==> src/sv/stsr_pkg.sv <==
// ----------------------------------------------------------------------------
// stsr_pkg
// Shared types and constants for the segmented transfer receiver.
// ----------------------------------------------------------------------------
package stsr_pkg;

    // Request kinds carried in the input sideband
    localparam logic [1:0] REQ_START  = 2'd0;
    localparam logic [1:0] REQ_PACKET = 2'd1;
    localparam logic [1:0] REQ_TICK   = 2'd2;

    // Status codes reported with every result
    localparam logic [2:0] ST_IDLE     = 3'd0;
    localparam logic [2:0] ST_BUSY     = 3'd1;
    localparam logic [2:0] ST_OK       = 3'd2;
    localparam logic [2:0] ST_TIMEOUT  = 3'd3;
    localparam logic [2:0] ST_OVERFLOW = 3'd4;
    localparam logic [2:0] ST_INVALID  = 3'd5;

    // Control byte bit positions
    localparam int unsigned CTRL_ACK_REQ = 7;
    localparam int unsigned CTRL_IS_ACK  = 6;
    localparam int unsigned CTRL_EOT     = 5;

    // Largest payload of one packet in bytes
    localparam logic [7:0]  MAX_PAYLOAD    = 8'd189;
    localparam logic [15:0] MAX_PAYLOAD_16 = 16'(MAX_PAYLOAD);

    // Configuration register indexes
    localparam logic [1:0] CFG_NEXT_TIMEOUT = 2'd2;

    localparam logic [15:0] NEXT_TIMEOUT_RESET = 16'd1000;

    typedef enum logic [2:0] {
        PH_IDLE  = 3'b001,
        PH_FIRST = 3'b010,
        PH_NEXT  = 3'b100
    } phase_t;

    typedef struct packed {
        logic [1:0]  req_type;
        logic [15:0] start_timeout_ms;
        logic        wait_forever;
        logic [15:0] buffer_bytes;
        logic [15:0] src_address;
        logic [7:0]  src_channel;
        logic [7:0]  control_bits;
        logic [7:0]  transaction;
        logic [7:0]  packet_total;
        logic [7:0]  seq_index;
        logic [7:0]  payload_bytes;
    } item_t;

    typedef struct packed {
        logic        ack_send;
        logic [15:0] ack_dest_address;
        logic [7:0]  ack_dest_channel;
        logic [7:0]  ack_transaction;
        logic [7:0]  ack_total;
        logic [7:0]  ack_index;
        logic        store_payload;
        logic [15:0] store_offset;
        logic [2:0]  status;
        logic [15:0] received_total;
        logic [7:0]  progress_index;
        logic [7:0]  progress_total;
    } result_t;

    typedef struct packed {
        logic        we;
        logic [1:0]  index;
        logic [15:0] data;
    } cfg_t;

endpackage

==> src/sv/stsr_core.sv <==
// ----------------------------------------------------------------------------
// stsr_core
// Reception state and per-transaction decision logic.
// ----------------------------------------------------------------------------
module stsr_core
(
    input  logic             clk,
    input  logic             rst_n,
    input  stsr_pkg::cfg_t   cfg,
    input  logic             step,
    input  stsr_pkg::item_t  item,
    output stsr_pkg::result_t res
);

    stsr_pkg::phase_t phase_reg, phase_next;
    logic [15:0] remaining_reg, remaining_next;
    logic        no_deadline_reg, no_deadline_next;
    logic [7:0]  expected_reg, expected_next;
    logic [7:0]  trans_reg, trans_next;
    logic [7:0]  announced_reg, announced_next;
    logic [15:0] written_reg, written_next;
    logic [15:0] capacity_reg, capacity_next;
    logic [15:0] next_timeout_reg;

    logic [7:0]  plen;
    logic [15:0] need_bytes;
    logic        is_ack;
    logic        fin;
    logic        last;

    assign plen       = (item.payload_bytes > stsr_pkg::MAX_PAYLOAD) ?
                        stsr_pkg::MAX_PAYLOAD : item.payload_bytes;
    assign need_bytes = 16'(item.packet_total) * stsr_pkg::MAX_PAYLOAD_16;
    assign is_ack     = item.control_bits[stsr_pkg::CTRL_IS_ACK];
    assign last       = ({1'b0, expected_reg} + 9'd1) == {1'b0, announced_reg};

    always_comb
    begin
        phase_next       = phase_reg;
        remaining_next   = remaining_reg;
        no_deadline_next = no_deadline_reg;
        expected_next    = expected_reg;
        trans_next       = trans_reg;
        announced_next   = announced_reg;
        written_next     = written_reg;
        capacity_next    = capacity_reg;
        fin              = 1'b0;
        res              = '0;
        res.status       = (phase_reg == stsr_pkg::PH_IDLE) ?
                           stsr_pkg::ST_IDLE : stsr_pkg::ST_BUSY;

        case (item.req_type)
            stsr_pkg::REQ_START:
            begin
                written_next     = '0;
                capacity_next    = item.buffer_bytes;
                expected_next    = '0;
                announced_next   = '0;
                trans_next       = '0;
                no_deadline_next = item.wait_forever;
                remaining_next   = item.start_timeout_ms;
                if (!item.wait_forever && item.start_timeout_ms == '0)
                begin
                    fin        = 1'b1;
                    res.status = stsr_pkg::ST_TIMEOUT;
                end
                else
                begin
                    phase_next = stsr_pkg::PH_FIRST;
                    res.status = stsr_pkg::ST_BUSY;
                end
            end
            stsr_pkg::REQ_PACKET:
            begin
                if (phase_reg == stsr_pkg::PH_FIRST && !is_ack && item.seq_index == '0)
                begin
                    if (need_bytes > capacity_reg)
                    begin
                        fin        = 1'b1;
                        res.status = stsr_pkg::ST_OVERFLOW;
                    end
                    else
                    begin
                        res.store_payload = 1'b1;
                        res.ack_send      = item.control_bits[stsr_pkg::CTRL_ACK_REQ];
                        written_next      = 16'(plen);
                        if (item.control_bits[stsr_pkg::CTRL_EOT] ||
                            item.packet_total <= 8'd1)
                        begin
                            fin        = 1'b1;
                            res.status = stsr_pkg::ST_OK;
                        end
                        else
                        begin
                            phase_next       = stsr_pkg::PH_NEXT;
                            announced_next   = item.packet_total;
                            trans_next       = item.transaction;
                            expected_next    = 8'd1;
                            no_deadline_next = 1'b0;
                            remaining_next   = next_timeout_reg;
                            res.status       = stsr_pkg::ST_BUSY;
                        end
                    end
                end
                else if (phase_reg == stsr_pkg::PH_NEXT && !is_ack &&
                         item.transaction == trans_reg && item.seq_index == expected_reg)
                begin
                    res.store_payload = 1'b1;
                    res.store_offset  = written_reg;
                    res.ack_send      = item.control_bits[stsr_pkg::CTRL_ACK_REQ];
                    written_next      = written_reg + 16'(plen);
                    if (last)
                    begin
                        fin        = 1'b1;
                        res.status = item.control_bits[stsr_pkg::CTRL_EOT] ?
                                     stsr_pkg::ST_OK : stsr_pkg::ST_INVALID;
                    end
                    else
                    begin
                        expected_next  = expected_reg + 8'd1;
                        remaining_next = next_timeout_reg;
                        res.status     = stsr_pkg::ST_BUSY;
                    end
                end
            end
            stsr_pkg::REQ_TICK:
            begin
                if (phase_reg != stsr_pkg::PH_IDLE && !no_deadline_reg)
                begin
                    if (remaining_reg <= 16'd1)
                    begin
                        fin        = 1'b1;
                        res.status = stsr_pkg::ST_TIMEOUT;
                    end
                    else
                    begin
                        remaining_next = remaining_reg - 16'd1;
                    end
                end
            end
            default:
            begin
            end
        endcase

        // any end of transfer drops back to idle; byte count is kept
        if (fin)
        begin
            phase_next       = stsr_pkg::PH_IDLE;
            expected_next    = '0;
            announced_next   = '0;
            no_deadline_next = 1'b0;
            remaining_next   = '0;
        end

        if (res.ack_send)
        begin
            res.ack_dest_address = item.src_address;
            res.ack_dest_channel = item.src_channel;
            res.ack_transaction  = item.transaction;
            res.ack_total        = item.packet_total;
            res.ack_index        = item.seq_index;
        end

        res.received_total = written_next;
        res.progress_index = expected_next;
        res.progress_total = announced_next;
    end

    always_ff @(posedge clk or negedge rst_n)
    begin
        if (!rst_n)
        begin
            phase_reg        <= stsr_pkg::PH_IDLE;
            remaining_reg    <= '0;
            no_deadline_reg  <= 1'b0;
            expected_reg     <= '0;
            trans_reg        <= '0;
            announced_reg    <= '0;
            written_reg      <= '0;
            capacity_reg     <= '0;
            next_timeout_reg <= stsr_pkg::NEXT_TIMEOUT_RESET;
        end
        else
        begin
            if (step)
            begin
                phase_reg       <= phase_next;
                remaining_reg   <= remaining_next;
                no_deadline_reg <= no_deadline_next;
                expected_reg    <= expected_next;
                trans_reg       <= trans_next;
                announced_reg   <= announced_next;
                written_reg     <= written_next;
                capacity_reg    <= capacity_next;
            end
            if (cfg.we && cfg.index == stsr_pkg::CFG_NEXT_TIMEOUT)
            begin
                next_timeout_reg <= cfg.data;
            end
        end
    end

endmodule

==> src/sv/segmented_transfer_receiver_unit.sv <==
// ----------------------------------------------------------------------------
// segmented_transfer_receiver_unit
// Receive side of a segmented stop-and-wait transfer.
// ----------------------------------------------------------------------------
// Usage:
//   Input stream (s_*): one transaction per request. s_tuser holds the request
//   kind (start, packet header, 1 ms tick); s_tdata holds the header fields.
//   Output stream (m_*): exactly one result transaction per input transaction,
//   in order: ACK header fields, payload store offset, status and progress.
//   Configuration: cfg_we/cfg_index/cfg_data write a register while cfg_we is high;
//   write only while the block is idle. Index 2 is the following-packet
//   timeout. Indexes 0 and 1 (own address and channel) only matter to the
//   ACK framer downstream and are not held here.
// Path: an accepted input transaction is held in the input register, then
//   the decision logic feeds the result register, which drives the output.
// Throughput: one transaction per cycle while the result side is not
//   stalled; the decision logic is combinational between the two registers.
//   The reception state updates at the edge that loads the result register.
// Reset: no reception in progress, byte count zero, timeout reload 1000 ms;
//   both pipeline registers empty.
// Stall: when m_tready is low, the result register holds and the input
//   register fills; s_tready drops only when both are occupied.
// ----------------------------------------------------------------------------
module segmented_transfer_receiver_unit
(
    input  logic         clk,
    input  logic         rst_n,

    input  logic         cfg_we,
    input  logic [1:0]   cfg_index,
    input  logic [15:0]  cfg_data,

    input  logic         s_tvalid,
    output logic         s_tready,
    // [1:0] req_type
    input  logic [1:0]   s_tuser,
    // [15:0] start_timeout_ms, [16] wait_forever, [32:17] buffer_bytes,
    // [48:33] src_address, [56:49] src_channel, [64:57] control_bits,
    // [72:65] transaction, [80:73] packet_total, [88:81] seq_index,
    // [96:89] payload_bytes, [103:97] zero
    input  logic [103:0] s_tdata,

    output logic         m_tvalid,
    input  logic         m_tready,
    // [0] ack_send, [16:1] ack_dest_address, [24:17] ack_dest_channel,
    // [32:25] ack_transaction, [40:33] ack_total, [48:41] ack_index,
    // [49] store_payload, [65:50] store_offset, [68:66] status,
    // [84:69] received_total, [92:85] progress_index, [100:93] progress_total,
    // [103:101] zero
    output logic [103:0] m_tdata
);

    stsr_pkg::item_t   in_item_reg;
    logic              in_valid_reg;
    stsr_pkg::result_t out_res_reg;
    logic              out_valid_reg;
    stsr_pkg::result_t core_res;
    stsr_pkg::cfg_t    cfg;
    logic              advance;

    // item moves from the input register into the result register
    assign advance  = in_valid_reg && (!out_valid_reg || m_tready);
    assign s_tready = !in_valid_reg || advance;

    assign cfg.we    = cfg_we;
    assign cfg.index = cfg_index;
    assign cfg.data  = cfg_data;

    always_ff @(posedge clk or negedge rst_n)
    begin
        if (!rst_n)
        begin
            in_valid_reg <= 1'b0;
        end
        else if (s_tready)
        begin
            in_valid_reg <= s_tvalid;
        end
    end

    always_ff @(posedge clk)
    begin
        if (s_tvalid && s_tready)
        begin
            in_item_reg.req_type         <= s_tuser;
            in_item_reg.start_timeout_ms <= s_tdata[15:0];
            in_item_reg.wait_forever     <= s_tdata[16];
            in_item_reg.buffer_bytes     <= s_tdata[32:17];
            in_item_reg.src_address      <= s_tdata[48:33];
            in_item_reg.src_channel      <= s_tdata[56:49];
            in_item_reg.control_bits     <= s_tdata[64:57];
            in_item_reg.transaction      <= s_tdata[72:65];
            in_item_reg.packet_total     <= s_tdata[80:73];
            in_item_reg.seq_index        <= s_tdata[88:81];
            in_item_reg.payload_bytes    <= s_tdata[96:89];
        end
    end

    stsr_core u_core
    (
        .clk   (clk),
        .rst_n (rst_n),
        .cfg   (cfg),
        .step  (advance),
        .item  (in_item_reg),
        .res   (core_res)
    );

    always_ff @(posedge clk or negedge rst_n)
    begin
        if (!rst_n)
        begin
            out_valid_reg <= 1'b0;
        end
        else if (advance)
        begin
            out_valid_reg <= 1'b1;
        end
        else if (m_tready)
        begin
            out_valid_reg <= 1'b0;
        end
    end

    always_ff @(posedge clk)
    begin
        if (advance)
        begin
            out_res_reg <= core_res;
        end
    end

    assign m_tvalid         = out_valid_reg;
    assign m_tdata[0]       = out_res_reg.ack_send;
    assign m_tdata[16:1]    = out_res_reg.ack_dest_address;
    assign m_tdata[24:17]   = out_res_reg.ack_dest_channel;
    assign m_tdata[32:25]   = out_res_reg.ack_transaction;
    assign m_tdata[40:33]   = out_res_reg.ack_total;
    assign m_tdata[48:41]   = out_res_reg.ack_index;
    assign m_tdata[49]      = out_res_reg.store_payload;
    assign m_tdata[65:50]   = out_res_reg.store_offset;
    assign m_tdata[68:66]   = out_res_reg.status;
    assign m_tdata[84:69]   = out_res_reg.received_total;
    assign m_tdata[92:85]   = out_res_reg.progress_index;
    assign m_tdata[100:93]  = out_res_reg.progress_total;
    assign m_tdata[103:101] = 3'b000;

endmodule

==> config.mk <==
export PLATFORM = sky130hd
export DESIGN_NAME = segmented_transfer_receiver_unit
export DESIGN_NICKNAME = d
export VERILOG_FILES = /design/src/sv/stsr_pkg.sv /design/src/sv/stsr_core.sv /design/src/sv/segmented_transfer_receiver_unit.sv
export SDC_FILE = /design/constraint.sdc
export NUM_CORES = 1
export LEC_CHECK = 0
export ABC_AREA = 1
export BUFFER_PORTS_ARGS = -buffer_cell sky130_fd_sc_hd__buf_2
export CAP_MARGIN = 20
export CELL_PAD_IN_SITES_DETAIL_PLACEMENT = 1
export CELL_PAD_IN_SITES_GLOBAL_PLACEMENT = 2
export CORE_ASPECT_RATIO = 1.5
export CORE_MARGIN = 1
export CORE_UTILIZATION = 37
export CTS_BUF_LIST = sky130_fd_sc_hd__clkbuf_8
export DETAILED_ROUTE_END_ITERATION = 8
export PLACE_DENSITY = 0.86
export REMOVE_ABC_BUFFERS = 1
export SLEW_MARGIN = 20
export SYNTH_ARGS = -nofsm -noshare
export SYNTH_HDL_FRONTEND = slang
export SYNTH_SLANG_ARGS = --single-unit
==> constraint.sdc <==
create_clock -name clk -period 7.1 [get_ports clk]
set_input_delay 0.355 -clock clk [delete_from_list [all_inputs] [get_ports clk]]
set_output_delay 0.355 -clock clk [all_outputs]
set_load 0.05 [all_outputs]
==> out/qor.json, run 1 <==
{
  "worst_setup_path": {
    "required_ns": 7.43,
    "crit_type": "flop to flop",
    "timing.reg2reg.worst_path_depth": 31,
    "critPathArrivalTime_ns": 6.96,
    "cp.buffers_inverters": 7,
    "timing.critical_path.fanout_max": 49,
    "critPathMostFrequentCell": "sky130_fd_sc_hd__nand2_1",
    "category_of_the_worst_setup_path_launch_point": "flop",
    "crit_slowest_cell": "sky130_fd_sc_hd__fa_1",
    "setup.worst_path.end_class": "flop",
    "timing.reg2reg.setup_slack_ns": 0.47,
    "worst_path_dominant_cell_family": "adder cells",
    "worstSetupPathDepth": 31,
    "cpPeakStageDelay_ns": 0.56
  },
  "sta": {
    "setup_viol_count_final": 0,
    "fin_crit_sh": 0.9335,
    "setup_slack_ns": 0.4720,
    "fmaxAchievable_mhz": 150.9,
    "layout_min_cycle_time_ns": 6.628,
    "clock_skew_ns": 0.04330,
    "transition_time_at_the_pin_with_the_least_slew_margin_ns": 1.025,
    "fin_setup_tns_ns": 0,
    "hold_violations": 0,
    "rsz0062_at_grt": "false",
    "drv_slew": 0,
    "relSlewSlack": 0.3169
  },
  "global_route": {
    "grt_antenna_before_repair": 2,
    "grt_remaining_overflow": 0,
    "global_route_wire_length_before_repair_mm": 68.58,
    "track_usage": 0.2082,
    "grt_start_max_net_pins": 80,
    "grt_pass1_vias": 13150
  },
  "synth": {
    "synth-seq-area-share": 0.5438,
    "synth_async_sr_flop_share": 0.3253,
    "synth.yosys.warnings": 0,
    "avgSynthCellArea_um2": 9.838,
    "synthDominantCellAreaShare": 0.3875,
    "yosys.area.top_type": "sky130_fd_sc_hd__edfxtp_1",
    "synth_cell_types": 48,
    "yosys_register_bits": 289,
    "synthTopCellsByArea": "sky130_fd_sc_hd__edfxtp_1 (39%), sky130_fd_sc_hd__dfrtp_1 (14%), sky130_fd_sc_hd__nand2_1 (7.4%), sky130_fd_sc_hd__ha_1 (6.4%), sky130_fd_sc_hd__inv_1 (5.2%)",
    "dominant_synthesized_flop_cell": "sky130_fd_sc_hd__edfxtp_1",
    "synth_edf_count": 195,
    "synth_cells": 1536,
    "syn-cell-area_um2": 15110
  },
  "hold_path": {
    "holdPathStages": 3,
    "worst_hold_path_type": "input port to flop"
  },
  "clocking": {
    "numClockSinks": 289,
    "clkTransAtPathRegs_ns": 0.07,
    "cts_inserted_buffers": 49,
    "cts-root-buf": "sky130_fd_sc_hd__clkbuf_8",
    "cts-htree-levels": 2,
    "cts_tree": "yes",
    "clock_insertion_delay_worst_skew_ns": 0.62,
    "clk_path_buf_depth": 3
  },
  "drt": {
    "ant_nets": 0,
    "vias": 12130,
    "drt_iter0_drc": 488,
    "wirelength_mm": 42.74,
    "drt_pass_1_iters": 4,
    "vias_per_cell": 4.955,
    "wire_per_inst_um": 17.47,
    "route.detailed.drc": 0
  },
  "place": {
    "post_placement_setup_slack_ns": 0.4327,
    "dp_cells": 2239,
    "detailed_placement_wirelength_estimate_mm": 30.01,
    "place.port_buffers": 219,
    "routabilityCongestion": 0.8577
  },
  "layout": {
    "syn_to_final_growth_pct": 25.42,
    "flip_flop_count_of_the_largest_register_all_copies_and_words_added": 101,
    "post_layout_nonfiller_instances": 2447,
    "num-nets-final": 2127,
    "final_core_utilization": 0.4714,
    "final_layout_size_suffix_gt1_frac": 0.2047,
    "most-common-layout-cells": "sky130_fd_sc_hd__nand2_1 (295), sky130_fd_sc_hd__inv_1 (223), sky130_fd_sc_hd__buf_2 (218), sky130_fd_sc_hd__edfxtp_1 (195), sky130_fd_sc_hd__nor2_1 (150)",
    "layout_commonest_cell": "sky130_fd_sc_hd__nand2_1"
  },
  "power_and_ir_drop": {
    "leakage_nw": 8.926,
    "ir_drop_mv": 0.1232,
    "power_density_nw_per_um2": 303.0
  },
  "die": {
    "die_area_um2": 41670,
    "die_w_um": 167.0,
    "initial_utilization": 0.3759,
    "io_pins": 235,
    "design.core.area_um2": 40200,
    "fp-row-count": 90,
    "die_height_um": 249.5
  },
  "run": {
    "max-cap-violations": 0
  },
  "outcome": {
    "outcome": "complete, no violations"
  }
}
synth_stat cells (13+ instances only):
| library cell | instances |
|---|---|
| sky130_fd_sc_hd__dfrtp_1 | 87 |
| sky130_fd_sc_hd__o21ai_0 | 63 |
| sky130_fd_sc_hd__o22ai_1 | 19 |
| sky130_fd_sc_hd__nand3b_1 | 17 |
| sky130_fd_sc_hd__a21oi_1 | 84 |
| sky130_fd_sc_hd__xor2_1 | 15 |
| sky130_fd_sc_hd__ha_1 | 77 |
| sky130_fd_sc_hd__nand2_2 | 13 |
| sky130_fd_sc_hd__nand3_1 | 88 |
| sky130_fd_sc_hd__clkbuf_1 | 31 |
| sky130_fd_sc_hd__inv_1 | 211 |
| sky130_fd_sc_hd__fa_1 | 23 |
| sky130_fd_sc_hd__edfxtp_1 | 195 |
| sky130_fd_sc_hd__nor2_1 | 150 |
| sky130_fd_sc_hd__mux2_2 | 17 |
| sky130_fd_sc_hd__nand4_1 | 16 |
| sky130_fd_sc_hd__nand2_1 | 296 |
timing repair:
| action | CTS | global route |
|---|---|---|
| buffers inserted | 0 | 3 |
| hold buffers | 111 | 0 |
| endpoints found under the hold margin | 145 | 0 |
| setup endpoints to repair | 0 | 3 |
| resized for setup | 0 | 1 |
routing by layer:
layer  GRT usage  up-vias  wire, µm
li1            -     5848         -
met1      0.2331     5959     17080
met2      0.3928      235     22910
met3     0.02569       84      1300
met4     0.08704        0      1454
met5           0        -         0
through the flow:
stage	hold WS, ns	power (mW)	cell area (µm²)
6_report	0.04709	5.743	18950
2_1_floorplan	0.05941	3.700	14870
3_5_place_dp	0.3864	4.241	16840
4_1_cts	0.008694	5.820	18920
3_3_place_gp	0.3826	4.167	16840
5_1_grt	0.04314	6.157	18950
cells by family after synthesis:
| family | count (synthesis) | synth area share |
|---|---|---|
| muxes | 17 | 0.01267 |
| DFF | 289 | 0.5438 |
| adders and majority gates | 100 | 0.09423 |
| xor gates and xnor gates | 25 | 0.01449 |
| other | 1 | 0.0002482 |
| buffers and inverters | 269 | 0.07096 |
| AOI/OAI and AO/OA | 206 | 0.07667 |
| and+or+nand+nor | 629 | 0.1870 |
worst reg2reg max path, delay by kind of cell (launching register included):
| kind | cells | cell delay (ns) |
|---|---|---|
| AOI/OAI and AO/OA | 5 | 0.79 |
| xor gates and xnor gates | 1 | 0.14 |
| adders and majority gates | 6 | 2.77 |
| buffers and inverters | 7 | 0.74 |
| DFF | 1 | 0.43 |
| and+or+nand+nor | 12 | 1.50 |
cell type report:
class,instances,area [µm²]
antenna,2,5.005
clock buffer,54,743.2
clock inverter,38,227.7
fill,4560,21250
inverter,220,830.8
multi-input combinational,980,5838
sequential,289,8217
tap,506,633.1
timing repair buffer,358,2457
report_power, final:
group          switching [mW]  internal [mW]  total (mW)
clock                   0.716          0.780        1.50
combinational            1.28          0.706        1.99
sequential              0.166           2.09        2.26
total                    2.16           3.58        5.74
worst paths after layout:
kind	from	endpoint
max in group asynchronous	rst_n	u_core.written_reg[4]
hold / removal	s_tvalid	in_valid_reg
setup reg to reg	in_item_reg[20]	m_tdata[39]
setup / recovery	in_item_reg[20]	m_tdata[39]
hold reg to reg	in_item_reg[64]	u_core.capacity_reg[0]
min in group asynchronous	rst_n	u_core.announced_reg[1]
No activity file was read; power rests on OpenSTA's default activity.
==> run 2: changes to the inputs <==
--- a/config.mk
+++ b/config.mk
@@ -8,14 +8,12 @@
 export ABC_AREA = 1
 export BUFFER_PORTS_ARGS = -buffer_cell sky130_fd_sc_hd__buf_2
 export CAP_MARGIN = 20
-export CELL_PAD_IN_SITES_DETAIL_PLACEMENT = 1
-export CELL_PAD_IN_SITES_GLOBAL_PLACEMENT = 2
 export CORE_ASPECT_RATIO = 1.5
 export CORE_MARGIN = 1
-export CORE_UTILIZATION = 37
+export CORE_UTILIZATION = 46
 export CTS_BUF_LIST = sky130_fd_sc_hd__clkbuf_8
 export DETAILED_ROUTE_END_ITERATION = 8
-export PLACE_DENSITY = 0.86
+export PLACE_DENSITY = 0.71
 export REMOVE_ABC_BUFFERS = 1
 export SLEW_MARGIN = 20
 export SYNTH_ARGS = -nofsm -noshare
==> out/qor.json, run 2 (same netlist as run 1, synthesis figures left out) <==
{
  "outcome": {
    "outcome": {"value": "complete, no violations", "change": "unchanged"}
  },
  "sta": {
    "relSlewSlack": {"value": 0.3021, "change": "was 0.3169"},
    "hold_violations": {"value": 0, "change": "unchanged"},
    "fin_setup_tns": {"value": 0, "unit": "ns", "change": "unchanged"},
    "layout_min_cycle_time": {"value": 6.466, "unit": "ns", "change": "was 6.628 ns"},
    "drv_slew": {"value": 0, "change": "unchanged"},
    "setup_viol_count_final": {"value": 0, "change": "unchanged"},
    "fin_crit_sh": {"value": 0.9107, "change": "was 0.9335"},
    "clock_skew": {"value": 0.03003, "unit": "ns", "change": "was 0.04330 ns"},
    "fmaxAchievable": {"value": 154.7, "unit": "MHz", "change": "was 150.9 MHz"},
    "rsz0062_at_grt": {"value": "false", "change": "unchanged"},
    "transition_time_at_the_pin_with_the_least_slew_margin": {"value": 1.047, "unit": "ns", "change": "was 1.025 ns"}
  },
  "power_and_ir_drop": {
    "cell_internal_pwr": {"value": 3.616, "unit": "mW", "change": "was 3.579 mW"},
    "power_density": {"value": 302.7, "unit": "nW/µm²", "change": "was 303.0 nW/µm²"},
    "combinationalPowerShare": {"value": 0.339, "change": "was 0.346"},
    "share_clk_of_total_power": {"value": 0.265, "change": "was 0.261"},
    "switchingPower": {"value": 2.060, "unit": "mW", "change": "was 2.164 mW"},
    "share_seq_of_total_power": {"value": 0.396, "change": "was 0.393"},
    "leakage": {"value": 8.870, "unit": "nW", "change": "was 8.926 nW"},
    "power_switching_share": {"value": 0.3630, "change": "was 0.3768"},
    "ir_drop": {"value": 0.1709, "unit": "mV", "change": "was 0.1232 mV"}
  },
  "hold_path": {
    "hold_path_startpoint": {"value": "cfg_data[12]", "change": "was s_tvalid"},
    "holdPathStages": {"value": 2, "change": "was 3"},
    "worstHoldEndpoint": {"value": "u_core.next_timeout_reg[12]", "change": "was in_valid_reg"},
    "worst_hold_path_type": {"value": "input port to flop", "change": "unchanged"}
  },
  "worst_setup_path": {
    "category_of_the_worst_setup_path_launch_point": {"value": "flop", "change": "unchanged"},
    "timing.critical_path.fanout_max": {"value": 17, "change": "was 49"},
    "critPathArrivalTime": {"value": 6.92, "unit": "ns", "change": "was 6.96 ns"},
    "crit_type": {"value": "flop to flop", "change": "unchanged"},
    "crit-reg2reg-capture": {"value": "u_core.remaining_reg[5]", "change": "was m_tdata[39]"},
    "cpPeakStageDelay": {"value": 0.55, "unit": "ns", "change": "was 0.56 ns"},
    "critPathMostFrequentCell": {"value": "sky130_fd_sc_hd__nand2_1", "change": "unchanged"},
    "timing.reg2reg.worst_path_depth": {"value": 31, "change": "unchanged"},
    "setup.worst_path.end_class": {"value": "flop", "change": "unchanged"},
    "required": {"value": 7.56, "unit": "ns", "change": "was 7.43 ns"},
    "timing.reg2reg.setup_slack": {"value": 0.63, "unit": "ns", "change": "was 0.47 ns"},
    "worstReg2RegStart": {"value": "in_item_reg[20]", "change": "unchanged"},
    "crit_slowest_cell": {"value": "sky130_fd_sc_hd__fa_1", "change": "unchanged"}
  },
  "global_route": {
    "global_route_wire_length_before_repair": {"value": 59.35, "unit": "mm", "change": "was 68.58 mm"},
    "track_usage": {"value": 0.2255, "change": "was 0.2082"},
    "grt_start_max_net_pins": {"value": 79, "change": "was 80"},
    "grt_pass1_vias": {"value": 12030, "change": "was 13150"},
    "grt_remaining_overflow": {"value": 0, "change": "unchanged"},
    "grt_antenna_before_repair": {"value": 0, "change": "was 2"}
  },
  "clocking": {
    "clk_path_buf_depth": {"value": 3, "change": "unchanged"},
    "clock_insertion_delay_worst_skew": {"value": 0.59, "unit": "ns", "change": "was 0.62 ns"},
    "cts-hold-fix-buffers": {"value": 110, "change": "was 111"},
    "cts.repair.resized": {"value": 0, "change": "unchanged"},
    "cts-root-buf": {"value": "sky130_fd_sc_hd__clkbuf_8", "change": "unchanged"},
    "cts_tree": {"value": "yes", "change": "unchanged"},
    "numClockSinks": {"value": 289, "change": "unchanged"},
    "clkTransAtPathRegs": {"value": 0.07, "unit": "ns", "change": "about the same"},
    "postCtsSetupBuffers": {"value": 0, "change": "unchanged"},
    "cts_inserted_buffers": {"value": 46, "change": "was 49"},
    "cts-htree-levels": {"value": 2, "change": "unchanged"}
  },
  "place": {
    "dp_cells": {"value": 2140, "change": "was 2239"},
    "detailed_placement_wirelength_estimate": {"value": 25.47, "unit": "mm", "change": "was 30.01 mm"},
    "routabilityCongestion": {"value": 0.9152, "change": "was 0.8577"},
    "placed_area": {"value": 16680, "unit": "µm²", "change": "was 16840 µm²"},
    "place.port_buffers": {"value": 219, "change": "unchanged"}
  },
  "drt": {
    "vias_per_cell": {"value": 5.069, "change": "was 4.955"},
    "route.detailed.drc": {"value": 0, "change": "unchanged"},
    "wire_per_inst": {"value": 15.67, "unit": "µm", "change": "was 17.47 µm"},
    "ant_nets": {"value": 0, "change": "unchanged"},
    "drt_pass_1_iters": {"value": 5, "change": "was 4"},
    "drt_iter0_drc": {"value": 662, "change": "was 488"},
    "vias": {"value": 11840, "change": "was 12130"},
    "wirelength": {"value": 36.60, "unit": "mm", "change": "was 42.74 mm"}
  },
  "layout": {
    "multi_input_comb_area": {"value": 5832, "unit": "µm²", "change": "was 5838 µm²"},
    "num-nets-final": {"value": 2117, "change": "was 2127"},
    "syn_to_final_growth": {"value": 24.10, "unit": "%", "change": "was 25.42%"},
    "layout_commonest_cell": {"value": "sky130_fd_sc_hd__nand2_1", "change": "unchanged"},
    "final_layout_size_suffix_gt1_frac": {"value": 0.1995, "change": "was 0.2047"},
    "most-common-layout-cells": {"value": "sky130_fd_sc_hd__nand2_1 (295), sky130_fd_sc_hd__inv_1 (221), sky130_fd_sc_hd__buf_2 (218), sky130_fd_sc_hd__edfxtp_1 (195), sky130_fd_sc_hd__nor2_1 (150)", "change": "was sky130_fd_sc_hd__nand2_1 (295), sky130_fd_sc_hd__inv_1 (223), sky130_fd_sc_hd__buf_2 (218), sky130_fd_sc_hd__edfxtp_1 (195), sky130_fd_sc_hd__nor2_1 (150)"},
    "flip_flop_count_of_the_largest_register_all_copies_and_words_added": {"value": 101, "change": "unchanged"},
    "final_area": {"value": 18750, "unit": "µm²", "change": "was 18950 µm²"},
    "post_layout_nonfiller_instances": {"value": 2336, "change": "was 2447"},
    "final-seq-area": {"value": 8217, "unit": "µm²", "change": "unchanged"},
    "final.fill_count": {"value": 2779, "change": "was 4560"}
  },
  "run": {
    "max-cap-violations": {"value": 0, "change": "unchanged"}
  },
  "die": {
    "die_area": {"value": 33590, "unit": "µm²", "change": "was 41670 µm²"},
    "io_pins": {"value": 235, "change": "unchanged"},
    "die_w": {"value": 150.0, "unit": "µm", "change": "was 167.0 µm"},
    "die_height": {"value": 224.0, "unit": "µm", "change": "was 249.5 µm"},
    "initial_utilization": {"value": 0.4718, "change": "was 0.3759"},
    "design.core.area": {"value": 32030, "unit": "µm²", "change": "was 40200 µm²"},
    "fp-row-count": {"value": 80, "change": "was 90"}
  }
}
## run 2: changes by cell type in the layout (fill, tap and decap cells not counted), moves of 2 or more
cell / change
sky130_fd_sc_hd__inv_1: -2
sky130_fd_sc_hd__bufinv_16: +3
sky130_fd_sc_hd__clkinv_2: -2
sky130_fd_sc_hd__buf_4: -5
sky130_fd_sc_hd__clkbuf_8: -4
## run 2: per-layer routing
metal / up-vias / routed length, µm / track usage / part of all wire
met4: 0 / 1801 / 0.1222 / 0.049
met5: - / 0 / 0 / 0
met2: 346 / 18910 / 0.4019 / 0.52
li1: 5836 / - / - / -
met3: 127 / 1586 / 0.03035 / 0.043
met1: 5532 / 14300 / 0.2583 / 0.39
## run 2: how the worst max path moves through the flow
stage	start	end	slack, ns	cells after the start
final	in_item_reg[20]	u_core.remaining_reg[5]	0.63	31
after global routing	in_item_reg[20]	u_core.announced_reg[6]	0.01	31
after CTS	in_item_reg[20]	u_core.remaining_reg[5]	0.54	31
after detailed placement	in_item_reg[20]	u_core.announced_reg[6]	0.58	31
after global placement	in_item_reg[20]	u_core.remaining_reg[5]	0.67	31
after floorplan	in_item_reg[20]	m_tdata[16]	0.46	29
## run 2: final cells by class
class	count	area share
Clock buffer	50	0.03670
Antenna cell	1	0.0001334
Timing Repair Buffer	351	0.1274
Multi-Input combinational cell	980	0.3110
Inverter	220	0.04431
Tap cell	410	0.02736
Sequential cell	289	0.4382
Clock inverter	35	0.01488
## run 2: worst max-delay path, delay by kind of cell (launching register included)
kind                     cells  cell delay, ns
flip-flops                   1            0.42
AND/OR/NAND/NOR             15            2.07
adder cells (fa/ha/maj)      6            2.74
XOR/XNOR                     1            0.14
AO/OA/AOI/OAI                5            0.76
buffers and inverters        4            0.21
## run 2: through the flow
step	setup slack, ns	hold slack (ns)	util	total power [mW]
floorplan	0.4594	0.05941	-	3.700
detailed placement	0.5810	0.3537	0.5208	4.160
finish	0.6343	0.04164	0.5854	5.676
global placement	0.6693	0.3522	0.5208	4.098
CTS	0.5399	0.002816	0.5854	5.740
global route	0.01389	0.01521	0.5854	6.075
## run 2: power groups by stage
stage | Combinational, mW | Sequential (mW) | Clock (mW)
after floorplan | 1.19 | 2.51 | 0
after global placement | 1.83 | 2.27 | 0
after detailed placement | 1.88 | 2.28 | 0
after CTS | 1.94 | 2.25 | 1.55
after global routing | 2.18 | 2.28 | 1.61
final | 1.92 | 2.25 | 1.50
==> run 3: changes to the inputs <==
--- a/config.mk
+++ b/config.mk
@@ -13,7 +13,7 @@
 export CORE_UTILIZATION = 46
 export CTS_BUF_LIST = sky130_fd_sc_hd__clkbuf_8
 export DETAILED_ROUTE_END_ITERATION = 8
-export PLACE_DENSITY = 0.71
+export PLACE_DENSITY = 0.73
 export REMOVE_ABC_BUFFERS = 1
 export SLEW_MARGIN = 20
 export SYNTH_ARGS = -nofsm -noshare
==> constraint.sdc (replaced) <==
create_clock -name clk -period 5.5 [get_ports clk]
set_input_delay 0.275 -clock clk [delete_from_list [all_inputs] [get_ports clk]]
set_output_delay 0.275 -clock clk [all_outputs]
set_load 0.05 [all_outputs]
==> out/qor.json, run 3 (same netlist as run 1, synthesis figures left out) <==
{
  "place": {
    "placed_area": {"value": 17070, "unit": "µm²", "change": "was 16680 µm²"},
    "routabilityCongestion": {"value": 0.8997, "change": "was 0.9152"},
    "place.port_buffers": {"value": 219, "change": "unchanged"},
    "dp_cells": {"value": 2182, "change": "was 2140"},
    "post_placement_setup_slack": {"value": -0.8013, "unit": "ns", "change": "was 0.5810 ns"},
    "detailed_placement_wirelength_estimate": {"value": 26.80, "unit": "mm", "change": "was 25.47 mm"}
  },
  "sta": {
    "fmaxAchievable": {"value": 170.3, "unit": "MHz", "change": "was 154.7 MHz"},
    "setup_viol_count_final": {"value": 142, "change": "was 0"},
    "layout_min_cycle_time": {"value": 5.871, "unit": "ns", "change": "was 6.466 ns"},
    "setup_slack": {"value": -0.3711, "unit": "ns", "change": "was 0.6343 ns"},
    "drv_slew": {"value": 0, "change": "unchanged"},
    "hold_violations": {"value": 0, "change": "unchanged"},
    "fin_crit_sh": {"value": 1.067, "change": "was 0.9107"},
    "clock_skew": {"value": 0.02735, "unit": "ns", "change": "was 0.03003 ns"},
    "relSlewSlack": {"value": 0.2160, "change": "was 0.3021"},
    "transition_time_at_the_pin_with_the_least_slew_margin": {"value": 1.172, "unit": "ns", "change": "was 1.047 ns"},
    "rsz0062_at_grt": {"value": "true", "change": "was false"}
  },
  "worst_setup_path": {
    "timing.reg2reg.setup_slack": {"value": -0.37, "unit": "ns", "change": "was 0.63 ns"},
    "crit-reg2reg-capture": {"value": "m_tdata[19]", "change": "was u_core.remaining_reg[5]"},
    "worstReg2RegStart": {"value": "in_item_reg[22]", "change": "was in_item_reg[20]"},
    "setup.worst_path.end_class": {"value": "flop", "change": "unchanged"},
    "crit_slowest_cell": {"value": "sky130_fd_sc_hd__fa_1", "change": "unchanged"},
    "crit_type": {"value": "flop to flop", "change": "unchanged"},
    "cpPeakStageDelay": {"value": 0.57, "unit": "ns", "change": "was 0.55 ns"},
    "category_of_the_worst_setup_path_launch_point": {"value": "flop", "change": "unchanged"},
    "critPathArrivalTime": {"value": 6.33, "unit": "ns", "change": "was 6.92 ns"},
    "timing.critical_path.fanout_max": {"value": 7, "change": "was 17"},
    "cp.buffers_inverters": {"value": 7, "change": "was 4"},
    "timing.reg2reg.worst_path_depth": {"value": 31, "change": "unchanged"},
    "required": {"value": 5.96, "unit": "ns", "change": "was 7.56 ns"},
    "worst_path_dominant_cell_family": {"value": "adder cells", "change": "unchanged"}
  },
  "power_and_ir_drop": {
    "power_switching_share": {"value": 0.3729, "change": "was 0.3630"},
    "combinationalPowerShare": {"value": 0.394, "change": "was 0.339"},
    "power_density": {"value": 384.5, "unit": "nW/µm²", "change": "was 302.7 nW/µm²"},
    "cell_internal_pwr": {"value": 4.948, "unit": "mW", "change": "was 3.616 mW"},
    "report.power.total": {"value": 7.889, "unit": "mW", "change": "was 5.676 mW"},
    "share_clk_of_total_power": {"value": 0.236, "change": "was 0.265"},
    "share_seq_of_total_power": {"value": 0.370, "change": "was 0.396"},
    "leakage": {"value": 9.433, "unit": "nW", "change": "was 8.870 nW"},
    "ir_drop": {"value": 0.2502, "unit": "mV", "change": "was 0.1709 mV"},
    "switchingPower": {"value": 2.941, "unit": "mW", "change": "was 2.060 mW"}
  },
  "outcome": {
    "outcome": {"value": "finished with violations", "change": "was complete, no violations"},
    "failed_checks": "setup timing"
  },
  "drt": {
    "drt_iter0_drc": {"value": 813, "change": "was 662"},
    "wire_per_inst": {"value": 17.17, "unit": "µm", "change": "was 15.67 µm"},
    "route.detailed.drc": {"value": 0, "change": "unchanged"},
    "ant_nets": {"value": 0, "change": "unchanged"},
    "drt_pass_1_iters": {"value": 7, "change": "was 5"},
    "vias_per_cell": {"value": 5.228, "change": "was 5.069"},
    "wirelength": {"value": 41.57, "unit": "mm", "change": "was 36.60 mm"},
    "vias": {"value": 12660, "change": "was 11840"}
  },
  "global_route": {
    "grt_pass1_vias": {"value": 12860, "change": "was 12030"},
    "global_route_wire_length_before_repair": {"value": 64.19, "unit": "mm", "change": "was 59.35 mm"},
    "track_usage": {"value": 0.2469, "change": "was 0.2255"},
    "grt_antenna_before_repair": {"value": 1, "change": "was 0"},
    "grt_start_max_net_pins": {"value": 72, "change": "was 79"},
    "grt_remaining_overflow": {"value": 0, "change": "unchanged"}
  },
  "clocking": {
    "cts-root-buf": {"value": "sky130_fd_sc_hd__clkbuf_8", "change": "unchanged"},
    "cts_inserted_buffers": {"value": 45, "change": "was 46"},
    "clkTransAtPathRegs": {"value": 0.07, "unit": "ns", "change": "about the same"},
    "clock_insertion_delay_worst_skew": {"value": 0.60, "unit": "ns", "change": "was 0.59 ns"},
    "cts-htree-levels": {"value": 2, "change": "unchanged"},
    "numClockSinks": {"value": 289, "change": "unchanged"},
    "clk_path_buf_depth": {"value": 3, "change": "unchanged"},
    "cts_tree": {"value": "yes", "change": "unchanged"}
  },
  "run": {
    "max-cap-violations": {"value": 0, "change": "unchanged"}
  },
  "layout": {
    "num-nets-final": {"value": 2202, "change": "was 2117"},
    "flip_flop_count_of_the_largest_register_all_copies_and_words_added": {"value": 101, "change": "unchanged"},
    "layout_commonest_cell": {"value": "sky130_fd_sc_hd__nand2_1", "change": "unchanged"},
    "final_layout_size_suffix_gt1_frac": {"value": 0.2980, "change": "was 0.1995"},
    "post_layout_nonfiller_instances": {"value": 2421, "change": "was 2336"},
    "final_area": {"value": 20520, "unit": "µm²", "change": "was 18750 µm²"},
    "most-common-layout-cells": {"value": "sky130_fd_sc_hd__nand2_1 (272), sky130_fd_sc_hd__buf_2 (218), sky130_fd_sc_hd__inv_1 (215), sky130_fd_sc_hd__edfxtp_1 (195), sky130_fd_sc_hd__dlygate4sd3_1 (113)", "change": "was sky130_fd_sc_hd__nand2_1 (295), sky130_fd_sc_hd__inv_1 (221), sky130_fd_sc_hd__buf_2 (218), sky130_fd_sc_hd__edfxtp_1 (195), sky130_fd_sc_hd__nor2_1 (150)"},
    "syn_to_final_growth": {"value": 35.77, "unit": "%", "change": "was 24.10%"}
  },
  "die": {
    "initial_utilization": {"value": 0.4718, "change": "unchanged"},
    "die_height": {"value": 224.0, "unit": "µm", "change": "unchanged"},
    "fp-row-count": {"value": 80, "change": "unchanged"},
    "die_w": {"value": 150.0, "unit": "µm", "change": "unchanged"},
    "die_area": {"value": 33590, "unit": "µm²", "change": "unchanged"},
    "io_pins": {"value": 235, "change": "unchanged"},
    "design.core.area": {"value": 32030, "unit": "µm²", "change": "unchanged"}
  },
  "hold_path": {
    "worst_hold_path_type": {"value": "input port to asynchronous set/reset pin", "change": "was input port to flop"}
  }
}
run 3: cell types whose count changed in the layout (fill, tap and decap cells not counted), moves of 14 or more:
cell / previous run / this run
sky130_fd_sc_hd__nor2_4: 6 / 49
sky130_fd_sc_hd__buf_4: 21 / 66
sky130_fd_sc_hd__nor2_1: 150 / 108
sky130_fd_sc_hd__nand2_1: 295 / 272
sky130_fd_sc_hd__o21ai_0: 63 / 32
sky130_fd_sc_hd__nand3_1: 88 / 74
sky130_fd_sc_hd__o21ai_1: 1 / 21
sky130_fd_sc_hd__buf_6: 0 / 21
sky130_fd_sc_hd__nand2_2: 14 / 29
run 3: layer usage:
metal / vias to the layer above / routed length [µm] / global-route usage
li1: 6001 / - / -
met1: 6067 / 15350 / 0.2696
met2: 463 / 22400 / 0.4547
met3: 126 / 1898 / 0.03360
met4: 0 / 1922 / 0.1333
met5: - / 0 / 0
run 3: layout make-up:
| cell class | count | area [µm²] |
|---|---|---|
| Antenna cell | 1 | 2.502 |
| Clock buffer | 47 | 646.9 |
| Clock inverter | 37 | 266.5 |
| Fill cell | 2520 | 11510 |
| Inverter | 220 | 848.3 |
| Multi-Input combinational cell | 981 | 6685 |
| Sequential cell | 289 | 8217 |
| Tap cell | 410 | 513.0 |
| Timing Repair Buffer | 436 | 3337 |
run 3: power groups by stage:
stage                     sequential [mW]  combinational, mW  clock (mW)
after global routing                 2.95               3.47        1.98
after detailed placement             2.95               2.61           0
after CTS                            2.92               2.95        1.90
after floorplan                      3.24               1.54           0
final                                2.92               3.11        1.86
after global placement               2.94               2.55           0
run 3: timing repair:
action | 4_1_cts | 5_1_grt
pin swaps | 55 | 68
gates resized for setup | 106 | 165
setup buffers | 22 | 20
hold buffers | 113 | 0
endpoints found under the hold margin | 146 | 0
cloned | 9 | 1
setup endpoints to repair | 145 | 145
run 3: through the flow:
step	setup TNS, ns	hold WS [ns]	util
after global routing	-79.45	0.2786	0.6405
after floorplan	-89.86	-0.02059	-
after CTS	-36.35	0.2228	0.6216
final	-36.29	0.2385	0.6405
after global placement	-88.67	0.2950	0.5330
after detailed placement	-100.75	0.2949	0.5330
run 3: worst max-delay path by stage:
stage               slack (ns)  cells past startpoint                      end             from
floorplan                -1.14                     29              m_tdata[16]  in_item_reg[20]
global placement         -0.72                     32  u_core.announced_reg[6]  in_item_reg[20]
detailed placement       -0.80                     31               m_tdata[1]  in_item_reg[20]
CTS                      -0.36                     32              m_tdata[95]  in_item_reg[22]
global route             -0.67                     32  u_core.remaining_reg[9]  in_item_reg[22]
finish                   -0.37                     31              m_tdata[19]  in_item_reg[22]
run 3: worst reg2reg max path: cells and delay by family (launching register included):
family / cells / cell delay (ns)
fa+ha+maj: 6 / 2.67
simple gates: 11 / 1.21
compound gates: 6 / 0.72
buf+inv: 7 / 0.57
flops: 1 / 0.42
xor+xnor: 1 / 0.16
